==> src/sv/ptcb_pkg.sv <==
package ptcb_pkg;

   localparam logic MODE_TINT    = 1'b0;
   localparam logic MODE_COMPOSE = 1'b1;

   localparam logic [1:0] FMT_32  = 2'd0;
   localparam logic [1:0] FMT_24  = 2'd1;
   localparam logic [1:0] FMT_565 = 2'd2;
   localparam logic [1:0] FMT_555 = 2'd3;

   localparam logic [1:0] REG_MODE       = 2'd0;
   localparam logic [1:0] REG_FORMAT     = 2'd1;
   localparam logic [1:0] REG_TINT_COLOR = 2'd2;
   localparam logic [1:0] REG_TINT_ALPHA = 2'd3;

   localparam logic [15:0] MASK565_R = 16'hf800;
   localparam logic [15:0] MASK565_G = 16'h07e0;
   localparam logic [15:0] MASK555_R = 16'h7c00;
   localparam logic [15:0] MASK555_G = 16'h03e0;
   localparam logic [15:0] MASK_B    = 16'h001f;

   localparam logic [7:0] FULL_WEIGHT = 8'd255;

   localparam int LANES  = 3;
   localparam int LANE_W = 16;
   localparam int PROD_W = 24;

   typedef logic [LANES-1:0][LANE_W-1:0] lane_type;
   typedef logic [LANES-1:0][PROD_W-1:0] prod_type;

   typedef struct packed {
      logic        mode;
      logic [1:0]  format;
      logic [23:0] tint_color;
      logic [7:0]  tint_alpha;
   } cfg_type;

   typedef struct packed {
      logic       last;
      logic       packed_fmt;
      logic       is565;
      logic       split_sum;
      logic [7:0] top;
   } ctl_type;

   // lane 0 blue, lane 1 green, lane 2 red
   function automatic logic [15:0] field_mask(logic is565, logic [1:0] lane);
      logic [15:0] m;
      case (lane)
         2'd0:    m = MASK_B;
         2'd1:    m = is565 ? MASK565_G : MASK555_G;
         2'd2:    m = is565 ? MASK565_R : MASK555_R;
         default: m = 16'h0000;
      endcase
      return m;
   endfunction

endpackage

==> src/sv/pixel_tint_compose_blend.sv <==
// Pixel blend unit: tints a pixel toward a fixed colour, or composes a
// foreground pixel over a background pixel under a per-pixel mask weight.
// Formats: 32bpp (top byte kept), 24bpp, 16bpp 565 and 15bpp 555.
// Input channel req_*: one beat per pixel, tdata = fore, back, mask;
// tlast marks the last pixel of an image and comes back on rsp_tlast.
// Result channel rsp_*: one beat per input beat, in order.
// Registers (csr_*): 0 mode, 1 format, 2 tint colour, 3 tint alpha;
// write them only while no pixel is in flight.
// An accepted req beat reaches rsp_tvalid through the registered operand
// stage, the multiplier stage and the sum/pack stage, in that order.
// Throughput: one pixel per clock while rsp_tready stays high.
// On an rsp stall each stage holds its beat and fills its bubbles; once
// all three stages are full, req_tready drops until the receiver takes one.
// Reset empties the pipeline and clears the configuration registers to zero.
module pixel_tint_compose_blend (
   input  logic        clock,
   input  logic        reset,
   input  logic        req_tvalid,
   output logic        req_tready,
   input  logic [71:0] req_tdata,   // fore_pixel[31:0], back_pixel[63:32], mask_alpha[71:64]
   input  logic        req_tlast,
   output logic        rsp_tvalid,
   input  logic        rsp_tready,
   output logic [31:0] rsp_tdata,   // out_pixel[31:0]
   output logic        rsp_tlast,
   input  logic        csr_psel,
   input  logic        csr_penable,
   input  logic        csr_pwrite,
   input  logic [3:0]  csr_paddr,
   input  logic [31:0] csr_pwdata,
   output logic [31:0] csr_prdata,
   output logic        csr_pready
);

   ptcb_pkg::cfg_type  cfg_ff, cfg_in;
   logic               csr_write;

   logic               s1_valid, s1_ready, s2_valid, s2_ready;
   ptcb_pkg::lane_type s1_x, s1_y;
   logic [7:0]         s1_wx, s1_wy;
   ptcb_pkg::ctl_type  s1_ctl, s2_ctl;
   ptcb_pkg::prod_type s2_px, s2_py;

   assign csr_pready = 1'b1;
   assign csr_write  = csr_psel && csr_penable && csr_pwrite && csr_pready;

   always_comb begin
      cfg_in = cfg_ff;
      if (csr_write) begin
         case (csr_paddr[3:2])
            ptcb_pkg::REG_MODE:       cfg_in.mode       = csr_pwdata[0];
            ptcb_pkg::REG_FORMAT:     cfg_in.format     = csr_pwdata[1:0];
            ptcb_pkg::REG_TINT_COLOR: cfg_in.tint_color = csr_pwdata[23:0];
            ptcb_pkg::REG_TINT_ALPHA: cfg_in.tint_alpha = csr_pwdata[7:0];
            default:                  cfg_in = cfg_ff;
         endcase
      end
   end

   always_comb begin
      case (csr_paddr[3:2])
         ptcb_pkg::REG_MODE:       csr_prdata = {31'd0, cfg_ff.mode};
         ptcb_pkg::REG_FORMAT:     csr_prdata = {30'd0, cfg_ff.format};
         ptcb_pkg::REG_TINT_COLOR: csr_prdata = {8'd0, cfg_ff.tint_color};
         ptcb_pkg::REG_TINT_ALPHA: csr_prdata = {24'd0, cfg_ff.tint_alpha};
         default:                  csr_prdata = 32'd0;
      endcase
   end

   always_ff @(posedge clock) begin
      if (reset) begin
         cfg_ff <= '0;
      end else begin
         cfg_ff <= cfg_in;
      end
   end

   ptcb_prep u_prep (
      .clock      (clock),
      .reset      (reset),
      .cfg        (cfg_ff),
      .in_valid   (req_tvalid),
      .in_ready   (req_tready),
      .fore_pixel (req_tdata[31:0]),
      .back_pixel (req_tdata[63:32]),
      .mask_alpha (req_tdata[71:64]),
      .last_pixel (req_tlast),
      .out_valid  (s1_valid),
      .out_ready  (s1_ready),
      .x_out      (s1_x),
      .y_out      (s1_y),
      .wx_out     (s1_wx),
      .wy_out     (s1_wy),
      .ctl_out    (s1_ctl)
   );

   ptcb_mul u_mul (
      .clock      (clock),
      .reset      (reset),
      .in_valid   (s1_valid),
      .in_ready   (s1_ready),
      .x_in_lanes (s1_x),
      .y_in_lanes (s1_y),
      .wx         (s1_wx),
      .wy         (s1_wy),
      .ctl_in     (s1_ctl),
      .out_valid  (s2_valid),
      .out_ready  (s2_ready),
      .px_out     (s2_px),
      .py_out     (s2_py),
      .ctl_out    (s2_ctl)
   );

   ptcb_pack u_pack (
      .clock     (clock),
      .reset     (reset),
      .in_valid  (s2_valid),
      .in_ready  (s2_ready),
      .px        (s2_px),
      .py        (s2_py),
      .ctl       (s2_ctl),
      .out_valid (rsp_tvalid),
      .out_ready (rsp_tready),
      .out_pixel (rsp_tdata),
      .out_last  (rsp_tlast)
   );

endmodule

==> src/sv/ptcb_prep.sv <==
module ptcb_prep (
   input  logic                 clock,
   input  logic                 reset,
   input  ptcb_pkg::cfg_type    cfg,
   input  logic                 in_valid,
   output logic                 in_ready,
   input  logic [31:0]          fore_pixel,
   input  logic [31:0]          back_pixel,
   input  logic [7:0]           mask_alpha,
   input  logic                 last_pixel,
   output logic                 out_valid,
   input  logic                 out_ready,
   output ptcb_pkg::lane_type   x_out,
   output ptcb_pkg::lane_type   y_out,
   output logic [7:0]           wx_out,
   output logic [7:0]           wy_out,
   output ptcb_pkg::ctl_type    ctl_out
);

   logic               valid_ff, valid_in;
   ptcb_pkg::lane_type x_ff, x_in, y_ff, y_in;
   logic [7:0]         wx_ff, wx_in, wy_ff, wy_in;
   ptcb_pkg::ctl_type  ctl_ff, ctl_in;
   logic               tint, packed_fmt, is565;
   logic [31:0]        other;

   always_comb begin
      tint       = (cfg.mode == ptcb_pkg::MODE_TINT);
      packed_fmt = (cfg.format == ptcb_pkg::FMT_565) || (cfg.format == ptcb_pkg::FMT_555);
      is565      = (cfg.format == ptcb_pkg::FMT_565);
      other      = tint ? {8'h00, cfg.tint_color} : back_pixel;
      wx_in      = tint ? (ptcb_pkg::FULL_WEIGHT - cfg.tint_alpha) : mask_alpha;
      wy_in      = tint ? cfg.tint_alpha : (ptcb_pkg::FULL_WEIGHT - mask_alpha);
      for (int k = 0; k < ptcb_pkg::LANES; k++) begin
         if (packed_fmt) begin
            x_in[k] = fore_pixel[15:0] & ptcb_pkg::field_mask(is565, 2'(k));
            y_in[k] = other[15:0] & ptcb_pkg::field_mask(is565, 2'(k));
         end else begin
            x_in[k] = {8'h00, fore_pixel[8*k +: 8]};
            y_in[k] = {8'h00, other[8*k +: 8]};
         end
      end
      ctl_in.last       = last_pixel;
      ctl_in.packed_fmt = packed_fmt;
      ctl_in.is565      = is565;
      ctl_in.split_sum  = tint && !packed_fmt;
      ctl_in.top        = (cfg.format == ptcb_pkg::FMT_32) ? fore_pixel[31:24] : 8'h00;
      valid_in          = in_ready ? in_valid : valid_ff;
   end

   assign in_ready = !valid_ff || out_ready;

   always_ff @(posedge clock) begin
      if (reset) begin
         valid_ff <= 1'b0;
      end else begin
         valid_ff <= valid_in;
      end
   end

   always_ff @(posedge clock) begin
      if (in_ready && in_valid) begin
         x_ff   <= x_in;
         y_ff   <= y_in;
         wx_ff  <= wx_in;
         wy_ff  <= wy_in;
         ctl_ff <= ctl_in;
      end
   end

   assign out_valid = valid_ff;
   assign x_out     = x_ff;
   assign y_out     = y_ff;
   assign wx_out    = wx_ff;
   assign wy_out    = wy_ff;
   assign ctl_out   = ctl_ff;

endmodule

==> src/sv/ptcb_mul.sv <==
module ptcb_mul (
   input  logic                 clock,
   input  logic                 reset,
   input  logic                 in_valid,
   output logic                 in_ready,
   input  ptcb_pkg::lane_type   x_in_lanes,
   input  ptcb_pkg::lane_type   y_in_lanes,
   input  logic [7:0]           wx,
   input  logic [7:0]           wy,
   input  ptcb_pkg::ctl_type    ctl_in,
   output logic                 out_valid,
   input  logic                 out_ready,
   output ptcb_pkg::prod_type   px_out,
   output ptcb_pkg::prod_type   py_out,
   output ptcb_pkg::ctl_type    ctl_out
);

   logic               valid_ff, valid_in;
   ptcb_pkg::prod_type px_ff, px_in, py_ff, py_in;
   ptcb_pkg::ctl_type  ctl_ff;

   always_comb begin
      for (int k = 0; k < ptcb_pkg::LANES; k++) begin
         px_in[k] = x_in_lanes[k] * wx;
         py_in[k] = y_in_lanes[k] * wy;
      end
      valid_in = in_ready ? in_valid : valid_ff;
   end

   assign in_ready = !valid_ff || out_ready;

   always_ff @(posedge clock) begin
      if (reset) begin
         valid_ff <= 1'b0;
      end else begin
         valid_ff <= valid_in;
      end
   end

   always_ff @(posedge clock) begin
      if (in_ready && in_valid) begin
         px_ff  <= px_in;
         py_ff  <= py_in;
         ctl_ff <= ctl_in;
      end
   end

   assign out_valid = valid_ff;
   assign px_out    = px_ff;
   assign py_out    = py_ff;
   assign ctl_out   = ctl_ff;

endmodule

==> src/sv/ptcb_pack.sv <==
module ptcb_pack (
   input  logic                 clock,
   input  logic                 reset,
   input  logic                 in_valid,
   output logic                 in_ready,
   input  ptcb_pkg::prod_type   px,
   input  ptcb_pkg::prod_type   py,
   input  ptcb_pkg::ctl_type    ctl,
   output logic                 out_valid,
   input  logic                 out_ready,
   output logic [31:0]          out_pixel,
   output logic                 out_last
);

   logic        valid_ff, valid_in;
   logic [31:0] pixel_ff, pixel_in;
   logic        last_ff;
   logic [24:0] sum;
   logic [15:0] packed_acc;
   logic [23:0] bytes;

   always_comb begin
      packed_acc = 16'h0000;
      bytes      = 24'h000000;
      sum        = 25'd0;
      for (int k = 0; k < ptcb_pkg::LANES; k++) begin
         sum = {1'b0, px[k]} + {1'b0, py[k]};
         packed_acc = packed_acc
                    | (sum[23:8] & ptcb_pkg::field_mask(ctl.is565, 2'(k)));
         if (ctl.split_sum) begin
            bytes[8*k +: 8] = px[k][15:8] + py[k][15:8];
         end else begin
            bytes[8*k +: 8] = sum[15:8];
         end
      end
      pixel_in = ctl.packed_fmt ? {16'h0000, packed_acc} : {ctl.top, bytes};
      valid_in = in_ready ? in_valid : valid_ff;
   end

   assign in_ready = !valid_ff || out_ready;

   always_ff @(posedge clock) begin
      if (reset) begin
         valid_ff <= 1'b0;
      end else begin
         valid_ff <= valid_in;
      end
   end

   always_ff @(posedge clock) begin
      if (in_ready && in_valid) begin
         pixel_ff <= pixel_in;
         last_ff  <= ctl.last;
      end
   end

   assign out_valid = valid_ff;
   assign out_pixel = pixel_ff;
   assign out_last  = last_ff;

endmodule

==> config.mk <==
export PLATFORM = sky130hd
export DESIGN_NAME = pixel_tint_compose_blend
export DESIGN_NICKNAME = d
export VERILOG_FILES = /design/src/sv/ptcb_pkg.sv /design/src/sv/pixel_tint_compose_blend.sv /design/src/sv/ptcb_prep.sv /design/src/sv/ptcb_mul.sv /design/src/sv/ptcb_pack.sv
export SDC_FILE = /design/constraint.sdc
export NUM_CORES = 2
export LEC_CHECK = 0
export ABC_AREA = 0
export BUFFER_PORTS_ARGS = -buffer_cell sky130_fd_sc_hd__buf_2
export CAP_MARGIN = 20
export CORE_MARGIN = 2
export CORE_UTILIZATION = 40
export DETAILED_ROUTE_END_ITERATION = 8
export SYNTH_ARGS = -nofsm -noshare
export SYNTH_HDL_FRONTEND = slang
export SYNTH_HIERARCHICAL = 1
export SYNTH_SLANG_ARGS = --single-unit
==> constraint.sdc <==
create_clock -name clock -period 16 [get_ports clock]
set_input_delay 3.2 -clock clock [delete_from_list [all_inputs] [get_ports clock]]
set_output_delay 3.2 -clock clock [all_outputs]
set_load 0.005 [all_outputs]
* Yosys cells after proc, flatten, opt, wreduce, memory -nomap -nowiden
Cells that the tools add are included.
** Storage, ports and cells
- Bits of input ports :: 116
- Logic and storage cells :: 111
- Bits in registers :: 335
- Output and inout bits :: 68
** Operators by class
- Equal/unequal tests :: 5
- $add $sub $neg :: 8
- Multipliers :: 6
- Muxes and demuxes :: 21
- Reduce and logical (&&, ||, !) cells :: 20
- Bitwise gates (word level) :: 11
** Operator list (number)
- AND 16 bit :: 8
- one-hot mux 32 bit (4 select lines) :: 1
- multiplier 16 x 8 -> 24 bit :: 4
- 2-to-1 mux 16 bit :: 6
- 2-to-1 mux 8 bit :: 11
- adder 24 bit :: 2
- multiplier 16 x 8 -> 16 bit :: 2
- adder 8 bit :: 3
- 2-to-1 mux 24 bit :: 1
- 2-to-1 mux 11 bit :: 2
- adder 16 bit :: 1
- OR 16 bit :: 1
- OR 5 x 16 -> 16 bit :: 1
- subtractor 8 bit (first input constant) :: 2
- == test 2 bit (second input constant) :: 4
- AND reduction 2 bit :: 4
- logical AND 1 bit :: 6
- zero test 1 bit :: 4
- zero test 2 bit :: 2
- logical OR 1 bit :: 4
- == test 2 x 1 -> 1 bit (second input constant) :: 1
- NOT 1 bit :: 1

* Longest topological paths before layout
- Depth in word-level cells :: 5
- Gate-level depth with buffers :: 19
- Mapped depth without buffers :: 17

* Hierarchy
Netlist, hierarchy kept.
** Modules (own cells, without submodules)
- ptcb_mul :: cells each 3047, area each 29380.7 µm², sequential area each 4704.5 µm², instances 1
- ptcb_prep :: cells each 259, area each 4093.9 µm², sequential area each 2842.7 µm², instances 1
- ptcb_pack :: cells each 446, area each 3831.2 µm², sequential area each 1011.0 µm², instances 1
- pixel_tint_compose_blend :: cells each 196, area each 1840.5 µm², sequential area each 700.7 µm², instances 1

* Worst setup path before layout
OpenSTA, ideal clock, no wires.
- Path kind :: in2reg
- Start :: in rsp_tready
- End :: reg u_mul.ctl_ff, in the netlist u_mul/ctl_out[0], enable pin
- Required time :: 15466 ps
- Data arrival time :: 7008 ps
- Setup time :: 534 ps
- Path buffers :: 0
- Cell stages on the path :: 3
- Path slack :: 8458 ps
- Cell sequence :: nand2b_1 > nand2b_1 > and2_1
** Between the ends
- Cells in the longest elaborated chain, start to end :: 3
** Ends and longest elaborated chain
- from (decl) :: RTL line pixel_tint_compose_blend.sv:23 : input logic rsp_tready,
- logical OR 1 bit :: RTL line ptcb_pack.sv:40 : assign in_ready = !valid_ff || out_ready;
- logical OR 1 bit :: RTL line ptcb_mul.sv:30 : assign in_ready = !valid_ff || out_ready;
- via s1_ready :: RTL line pixel_tint_compose_blend.sv:38 : logic s1_valid, s1_ready, s2_valid, s2_ready;
- logical AND 1 bit :: RTL line ptcb_mul.sv:41 : if (in_ready && in_valid) begin
- to (signal assigned) :: RTL line ptcb_mul.sv:44 : ctl_ff <= ctl_in;
- to (decl) :: RTL line ptcb_mul.sv:20 : ptcb_pkg::ctl_type ctl_ff;
The timed path passes the listed nets, and every way through them passes these cells.
A chain may end at the register's enable or synchronous reset.

* Final worst setup path
- Start :: in csr_paddr[3]
- End :: out csr_prdata[13]
** Between the ends
- Cells in the longest elaborated chain, start to end :: 2
- Elaborated cells on any way between the ends :: 5
- Classes of those cells :: eq/ne (3); mux (1); reduce/logical (1)
** Ends and longest elaborated chain
- from (decl) :: RTL line pixel_tint_compose_blend.sv:29 : input logic [3:0] csr_paddr,
- == test 2 bit, or another cell as far along :: RTL line pixel_tint_compose_blend.sv:61 : case (csr_paddr[3:2])
- one-hot mux 32 bit (4 select lines) * :: RTL line pixel_tint_compose_blend.sv:61
- to (decl) :: RTL line pixel_tint_compose_blend.sv:31 : output logic [31:0] csr_prdata,
Mark *: on every way between the ends. The rest lies on a longest branch, timed or not. The select of a mux whose other input is x is not followed.

==> results.sh <==
export IMPL_switchingPower_uw=2262
export IMPL_final_core_util_pct=43.97
export IMPL_hold_depth=0
export IMPL_cts_hold_buffers=0
export IMPL_rrSetupSlack_ns=10.55
export IMPL_ios=184
export IMPL_rsz0062_at_grt="false"
export IMPL_clk_path_buf_depth=3
export IMPL_power_internal_uw=2922
export IMPL_cp_data_arrival_time_ns=4.25
export IMPL_detail_route_antenna_nets=0
export IMPL_mostFrequentLayoutCells="and2_1, inv_1, fa_1"
export IMPL_path_class="input port to primary output"
export IMPL_final_common_cell="and2_1"
export IMPL_slew_headroom_pct=28.48
export IMPL_num_fill_cells=8197
export IMPL_cts_setup_buffers=0
export IMPL_initial_core_util_pct=40.50
export IMPL_ir_worst_vdd_mv=0.1110
export IMPL_critPathMaxFanout=43
export IMPL_die_area_mm2=0.08898
export IMPL_required_ns=12.80
export IMPL_multi_input_area_mm2=0.02330
export IMPL_cts_buffers=38
export IMPL_antenna_found_initial=5
export IMPL_power_density_mw_per_mm2=137.8
export IMPL_p_leak_uw=0.01717
export IMPL_fin_setup_tns_ns=0
export IMPL_gp_congestion=0.8524
export IMPL_avgRoutedWirePerCell_um=17.42
export IMPL_cts_max_level=2
export IMPL_vias_per_cell=4.962
export IMPL_core_area_mm2=0.08555
export IMPL_highest_layer="met5"
export IMPL_setup_viol=0
export IMPL_drc_errors=0
export IMPL_worstHoldEndpoint="u_mul/ctl_out[10]"
export IMPL_route_met3_wl_um=3846
export IMPL_final_hold_viol_count=0
export IMPL_post_route_min_period_ns=7.454
export IMPL_r2r_end="u_mul/px_out[68]"
export IMPL_final_period_utilization_pct=46.59
export IMPL_syn_inst=3458
export IMPL_syn_avg_cell_area_um2=10.02
export IMPL_nets=4374
export IMPL_r2r_cells=17
export IMPL_drtPass1Iterations=5
export IMPL_fmax_ghz=0.1342
export IMPL_clk_pin_slew_worst_paths_ns=0.06
export IMPL_grt_first_pass_wirelength_um=134300
export IMPL_routed_wl_um=82200
export IMPL_min_from="u_prep/ctl_out[10]"
export IMPL_min_path_type="flip-flop to flip-flop"
export IMPL_syn_area_mm2=0.03464
export IMPL_reg2reg_from="u_prep/wx_out[2]"
export IMPL_num_rows=107
export IMPL_clkPwrFrac_pct=17.5
export IMPL_ys_warn_count=6
export IMPL_via_count=23415
export IMPL_syn_to_final_growth_pct=8.570
export IMPL_max_cap_violations=0
export IMPL_combinationalPowerShare_pct=59.7
export IMPL_crit_path_end_kind="primary output"
export IMPL_fp_dieH_um=298.3
export IMPL_die_w_um=298.3
export IMPL_dr_first_iter_drc_count=1185
export IMPL_grt_pass1_vias=24915
export IMPL_grt_overflow_total=0
export IMPL_drt_met1_wl_um=37090
export IMPL_netSwitchingFraction_pct=43.63
export IMPL_maxSlewViolCount=0
export IMPL_wl_met2_um=38820
export IMPL_cts_tree="yes"
export IMPL_root_buffer="clkbuf_16"
export IMPL_ff_latch_area_mm2=0.008481
export IMPL_layout_drive_gt1_share_pct=8.114
export IMPL_worst_slew_pin_slew_ns=1.073
export IMPL_cts_sinks=295
export IMPL_start_kind="input port"
export IMPL_placement_io_buffers=156
export IMPL_grt_use_total_pct=19.06
export IMPL_grt_max_degree=76
export IMPL_insertion_delay_ns=0.59
export IMPL_ctsResizeCount=0
export IMPL_dp_final_hpwl_um=62640
export IMPL_fin_skew_ns=0.04203
export IMPL_seqPwrFrac_pct=22.8
export IMPL_status="complete, no violations"
## per-stage QoR
stage / worst slack (ns) / cell area (um2) / std cells / total power (uW) / hold WS [ns]
after floorplan: 8.922 / 34780 / 3494 / 3447 / 0.4003
after global placement: 8.549 / 36300 / 4648 / 4268 / 0.4024
after detailed placement: 8.546 / 36300 / 4648 / 4296 / 0.4045
after CTS: 8.545 / 37610 / 4718 / 5238 / 0.4169
after global routing: 8.471 / 37610 / 4718 / 5667 / 0.4229
final: 8.546 / 37610 / 4719 / 5185 / 0.4171
## state kept, by name, indices dropped and copies added (netlist names), 8 cells and up
register	cells
u_prep/ctl_out	12
u_prep/x_out	33
u_mul/px_out	59
cfg_ff	35
u_mul/ctl_out	12
u_prep/wx_out	8
u_pack/out_pixel	32
u_prep/y_out	33
u_prep/wy_out	8
u_mul/py_out	59
## worst max path at each step
stage	depth (start not counted)	startpoint	to
5_1_grt	5	csr_paddr[3]	csr_prdata[14]
3_5_place_dp	5	csr_paddr[3]	csr_prdata[13]
3_3_place_gp	5	csr_paddr[3]	csr_prdata[16]
6_report	5	csr_paddr[3]	csr_prdata[13]
4_1_cts	5	csr_paddr[3]	csr_prdata[13]
2_1_floorplan	3	csr_paddr[2]	csr_prdata[1]
## power by group through the flow
stage / clock network (uW) / logic, uW / registers (uW)
finish: 905 / 3100 / 1180
global route: 956 / 3520 / 1200
CTS: 936 / 3110 / 1190
floorplan: 0 / 2290 / 1150
global placement: 0 / 3070 / 1200
detailed placement: 0 / 3090 / 1200
## area by class of cell
class	instances	area share (%)
timing repair buffer	181	2.575
sequential	295	22.55
inverter	563	5.618
antenna	1	0.006653
tap	1144	3.805
multi-input combinational	2465	61.95
clock buffer	51	2.877
clock inverter	19	0.6187
## worst max-delay path: stages
cell     delay, ns
buf_2         0.21
nor2b_2       0.17
buf_4         0.35
and2_1        0.20
buf_2         0.11
## per-layer routing
layer | track usage [%] | vias up
met3 | 2.764 | 111
met5 | 0 | -
met1 | 25.35 | 11715
met4 | 6.042 | 4
li1 | - | 11128
met2 | 32.03 | 457
Power figures use the tool's default switching activity.
